$ cat config.mk
export PLATFORM = sky130hd
export DESIGN_NAME = cau_div
export DESIGN_NICKNAME = d
export VERILOG_FILES = /design/src/sv/cau_div.sv
export SDC_FILE = /design/constraint.sdc
export NUM_CORES = 2
export LEC_CHECK = 0
export BUFFER_PORTS_ARGS = -buffer_cell sky130_fd_sc_hd__buf_2
export CAP_MARGIN = 20
export CORE_MARGIN = 8
export CORE_UTILIZATION = 40
export CTS_CLUSTER_DIAMETER = 150
export DETAILED_ROUTE_END_ITERATION = 10
export HOLD_SLACK_MARGIN = 0.08
export SLEW_MARGIN = 5
export SYNTH_ARGS = -nofsm -noshare
export SYNTH_HDL_FRONTEND = slang
export SYNTH_SLANG_ARGS = --single-unit
$ cat constraint.sdc
create_clock -name clk -period 14.1 [get_ports clk]
set_input_delay 2.82 -clock clk [delete_from_list [all_inputs] [get_ports clk]]
set_output_delay 2.82 -clock clk [all_outputs]
set_load 0.02 [all_outputs]
$ cat src/sv/cau_div.sv
// Pipelined unsigned restoring divider, STEPS quotient bits per stage.
module cau_div #(
	parameter int NW    = 48,
	parameter int DW    = 32,
	parameter int QB    = 17,
	parameter int STEPS = 4
) (
	input  logic           clk,
	input  logic           en,
	input  logic [NW-1:0]  num,
	input  logic [DW-1:0]  den,
	output logic [QB-1:0]  quo
);

	localparam int LAT = (QB + STEPS - 1) / STEPS;

	// remainder, dividend bits still to shift in (quotient fills from the bottom), divisor
	logic [DW-1:0] rem_s [1:LAT];
	logic [QB-1:0] low_s [1:LAT];
	logic [DW-1:0] dv_s  [1:LAT];

	for (genvar j = 0; j < LAT; j++) begin : g_stage
		logic [DW-1:0] rem_i;
		logic [QB-1:0] low_i;
		logic [DW-1:0] dv_i;
		logic [DW-1:0] rem_n;
		logic [QB-1:0] low_n;

		if (j == 0) begin : g_first
			assign rem_i = DW'(num >> QB);
			assign low_i = num[QB-1:0];
			assign dv_i  = den;
		end else begin : g_next
			assign rem_i = rem_s[j];
			assign low_i = low_s[j];
			assign dv_i  = dv_s[j];
		end

		always_comb begin
			logic [DW:0] t;
			rem_n = rem_i;
			low_n = low_i;
			for (int i = 0; i < STEPS; i++) begin
				if (j * STEPS + i < QB) begin
					t = {rem_n, low_n[QB-1]};
					low_n = low_n << 1;
					if (t >= {1'b0, dv_i}) begin
						rem_n = DW'(t - {1'b0, dv_i});
						low_n[0] = 1'b1;
					end else begin
						rem_n = t[DW-1:0];
					end
				end
			end
		end

		always_ff @(posedge clk) begin
			if (en) begin
				rem_s[j+1] <= rem_n;
				low_s[j+1] <= low_n;
				dv_s[j+1]  <= dv_i;
			end
		end
	end

	assign quo = low_s[LAT];

endmodule

=== Word-level counts from Yosys, hierarchy flattened ===
Memory sizes are Yosys's and may differ from the RTL's.
Index checks and enable logic that the tools add are counted.

* Register bits: 0
* Bits in latches: 0
* Memory bits (writable): 405
* ROM bits: 0
* Input port bits: 82
* Memories: 3

* Add/subtract/negate cells: 17
* Multipliers: 0
* Div/mod/pow operators: 0
* Magnitude comparators: 17
* Equality and inequality tests: 0
* Shifts and indexed selects: 0
* Muxes and demuxes: 36
* Bitwise logic cells: 0
* Reduce and logical (&&, ||, !) cells: 0

{| class="wikitable"
|+ Memories
! memory !! depth !! bits a word !! read ports !! clocked after Yosys merged registers in !! wr ports !! RTL line !! text
|-
| dv_s || 5 || 32 || 4 || 0 || 5 || 20 || <nowiki>logic [DW-1:0] dv_s [1:LAT];</nowiki>
|-
| rem_s || 5 || 32 || 4 || 0 || 5 || 18 || <nowiki>logic [DW-1:0] rem_s [1:LAT];</nowiki>
|-
| low_s || 5 || 17 || 5 || 0 || 5 || 19 || <nowiki>logic [QB-1:0] low_s [1:LAT];</nowiki>
|}

{| class="wikitable"
|+ Operator list
! kind !! count
|-
| $mux W32 || 17
|-
| $sub A32 B32 Y32 || 17
|-
| $ge A33 B32 Y1 || 16
|-
| $ge A32 B32 Y1 || 1
|-
| $mux W1 || 19
|}

=== Longest topological paths before layout ===
An unclocked memory read counts as a cell.

* Depth in word-level cells: 9
* Depth in mapped cells: 58
* Gate-level depth less buffers: 50

=== Worst setup path before layout ===
OpenSTA, ideal clock, no wires.

* Path type: input-to-reg
* From: input num[16]
* To: register, netlist name rem_s[0][55]
* Library setup time: 0.260 ns
* Arrival time: 13.640 ns
* Path slack: 0.201 ns
* Cell stages on the path: 48
* Path buffers: 6
* Cells stage by stage: inv_1 ha_1 inv_1 fa_1 a211oi_1 o21ai_0 a31oi_1 o211a_1 a21o_1 clkbuf_1 clkbuf_1 buf_1 nor2_1 a21oi_1 inv_1 ha_1 nand4_1 nor3_1 [12 not listed] a21o_1 a221o_1 nand2_1 nand3_1 buf_2 mux2_2 ha_1 or3_1 and2_1 a41oi_1 o221ai_1 nand4_1 and3_1 a21oi_1 a211o_1 a31oi_2 buf_2 mux2_2

{| class="wikitable"
|+ RTL lines
! item !! RTL line !! text
|-
| start: declaration || 10 || <nowiki>input logic [NW-1:0] num,</nowiki>
|}

==> run summary <==
delay of the slowest critical-path stage: 0.45 ns
Post-Route Skew: 0.0326 ns
area leader, netlist: edfxtp_1
Placed Cells incl. Taps: 6,755
register area share after synthesis: 23.6%
Final Max Tran Viols: 0
non-filler cells, final: 6,841
WP data required: 14.45 ns
final worst path period share: 95.3%
r2r startpoint: dv_s[0][42]
total track usage: 23.1%
synth-to-layout area growth: 13.8%
Synthesized Nets: 5,682
TritonRoute pass-1 iters: 6
Synth Area per Inst: 8.60 um2
die outline height: 345 um
drt drc: 0
Area contributors post-synth: edfxtp_1 24%, ha_1 16%, mux2_2 6.1%
FP Rows: 120
die extent in x: 345 um
area of the core: 0.107 mm2
WHS: 0.412 ns
most common cell after layout, fill and taps aside: ha_1
CTS tree: built
Setup TNS Final: 0 ns
initial antenna violation count: 2
post-synthesis cell count: 5,040
startpoint types: primary input
DR iter-0 viols: 2,628
area share of the largest cell type after synthesis: 23.6%
Yosys warning total: 0
gr ovfl total: 0
Post-Synthesis Cell Area: 0.0433 mm2
antenna viol nets, final: 0
largest net degree at the start of global routing: 81
Critical path origin: num[16]
Final Cell Area: 0.0493 mm2
vias in the first global route: 39.4k
final number of setup-violating endpoints: 0
dpl cell area: 0.0478 mm2
Fin. Hold Viols: 0
fin nets: 6,045
Slew @ Worst Pin: 0.985 ns
fin crit period: 13.44 ns
CP max stage cell: o311ai_1
kind of critical path: primary input to flip-flop
Worst Setup EP: rem_s[0][45]
clock buffer count from CTS: 42
Worst path most repeated cell: a21o_1
relative slew slack: 34.3%
drt wl/cell: 21.2 um
drt via density: 5.86
DR vias: 40.1k
status: completed
synthesized flop and latch total: 341
Worst Path Arrival: 13.79 ns
initial core utilization: 40.4%
Worst-Skew Late Latency: 0.61 ns
CTS Root Cell: clkbuf_16
CP endpoint kind: flip-flop
clock sinks: 341
htree depth: 2
Detail Placement HPWL: 121,000 um
reg2reg path depth: 55
layout cell share with drive strength beyond 1: 15.2%
CTS clock-pin slew for the worst setup and hold paths: 0.06 ns
unrepaired setup endpoints after global routing: false
total of max-cap violations: 0
asr flop ratio synth: 0%
FF-to-FF End: rem_s[0][66]
first-pass GRT wire length: 222,000 um
die area: 0.119 mm2
Top Ports: 99
Hold Path Origin: low_s[0][43]
Cell variety after synth: 99
top_reg_cell synth: edfxtp_1
Clock Tree Buf Depth: 3
routability cong.: 0.966
Detailed Route WL: 145,000 um
most frequent cells in the layout: 544 x ha_1, 419 x a21oi_1, 375 x nand2_1
Fmax: 74.4 MHz
reg2reg setup slack: 0.75 ns
Post-synth EDFFs: 341
PortBufs: 98
Crit Path Max Fanout: 33
Min-Delay Path Class: flip-flop to flip-flop
==> timing repair <==
action,in CTS,in global routing
hold buffers,0,0
setup endpoints to repair,0,129
setup buffers,0,6
gates resized for setup,0,11
==> per-layer routing <==
metal | wire, um | track usage, %
met3 | 5410 | 1.91
met2 | 71600 | 42.4
met5 | 14 | 0
met1 | 58400 | 26.3
met4 | 9300 | 12.9
==> logic make-up (layout without fill, tap and decap cells) <==
group	after synthesis	in the layout	synth area share (%)
fa+ha+maj	560	560	16.4
buf+inv	473	869	4.28
simple gates	1361	1361	15.5
flops	341	341	23.6
mux	290	290	7.44
compound gates	1617	1618	24.6
other cells	0	1	0
xor+xnor	398	398	8.04
==> critical path, delay by kind of cell <==
family,cells,cell delay (ns)
compound gates,22,5.34
buf+inv,9,1.44
mux,3,1.02
simple gates,10,1.64
fa+ha+maj,5,1.51
==> metrics by stage <==
stage / utilization, % / setup slack (ns)
final: 46.0 / 0.657
after global placement: 44.6 / 0.211
after floorplan: - / 0.201
after detailed placement: 44.6 / 0.0168
after CTS: 45.9 / 0.337
after global routing: 46.0 / 0.0327
==> sequential cells by signal, indices dropped and copies added, names as in the netlist <==
| name | flops |
|---|---|
| low_s | 85 |
| dv_s | 128 |
| rem_s | 128 |
==> cell type report <==
| cell class | count | area (um2) |
|---|---|---|
| timing repair buffer | 440 | 3230 |
| antenna | 1 | 2.50 |
| tap | 1403 | 1760 |
| fill | 10600 | 57900 |
| multi-input combinational | 4227 | 31300 |
| clock buffer | 48 | 1070 |
| clock inverter | 30 | 337 |
| sequential | 341 | 10200 |
| inverter | 351 | 1320 |
==> worst min path at each step <==
stage / to / slack [ns] / cells past startpoint
CTS: low_s[0][49] / 0.41 / 0
global route: low_s[0][49] / 0.41 / 0
detailed placement: low_s[0][50] / 0.40 / 0
floorplan: low_s[0][100] / 0.40 / 0
global placement: low_s[0][45] / 0.40 / 0
finish: low_s[0][64] / 0.41 / 0
==> synth_stat cells (all sizes together), types with 80 or more instances <==
library cell,n
o21a,89
nor2,275
xor2,142
a21o,204
ha,544
nor3,103
nand3,139
xnor2,256
clkbuf,80
o21ai,336
a21oi,421
mux2,239
inv,349
and3,89
nand2,375
edfxtp,341
Power is not shown: default switching activity piles up to over one toggle a cycle in this logic, so the estimate is an artifact.
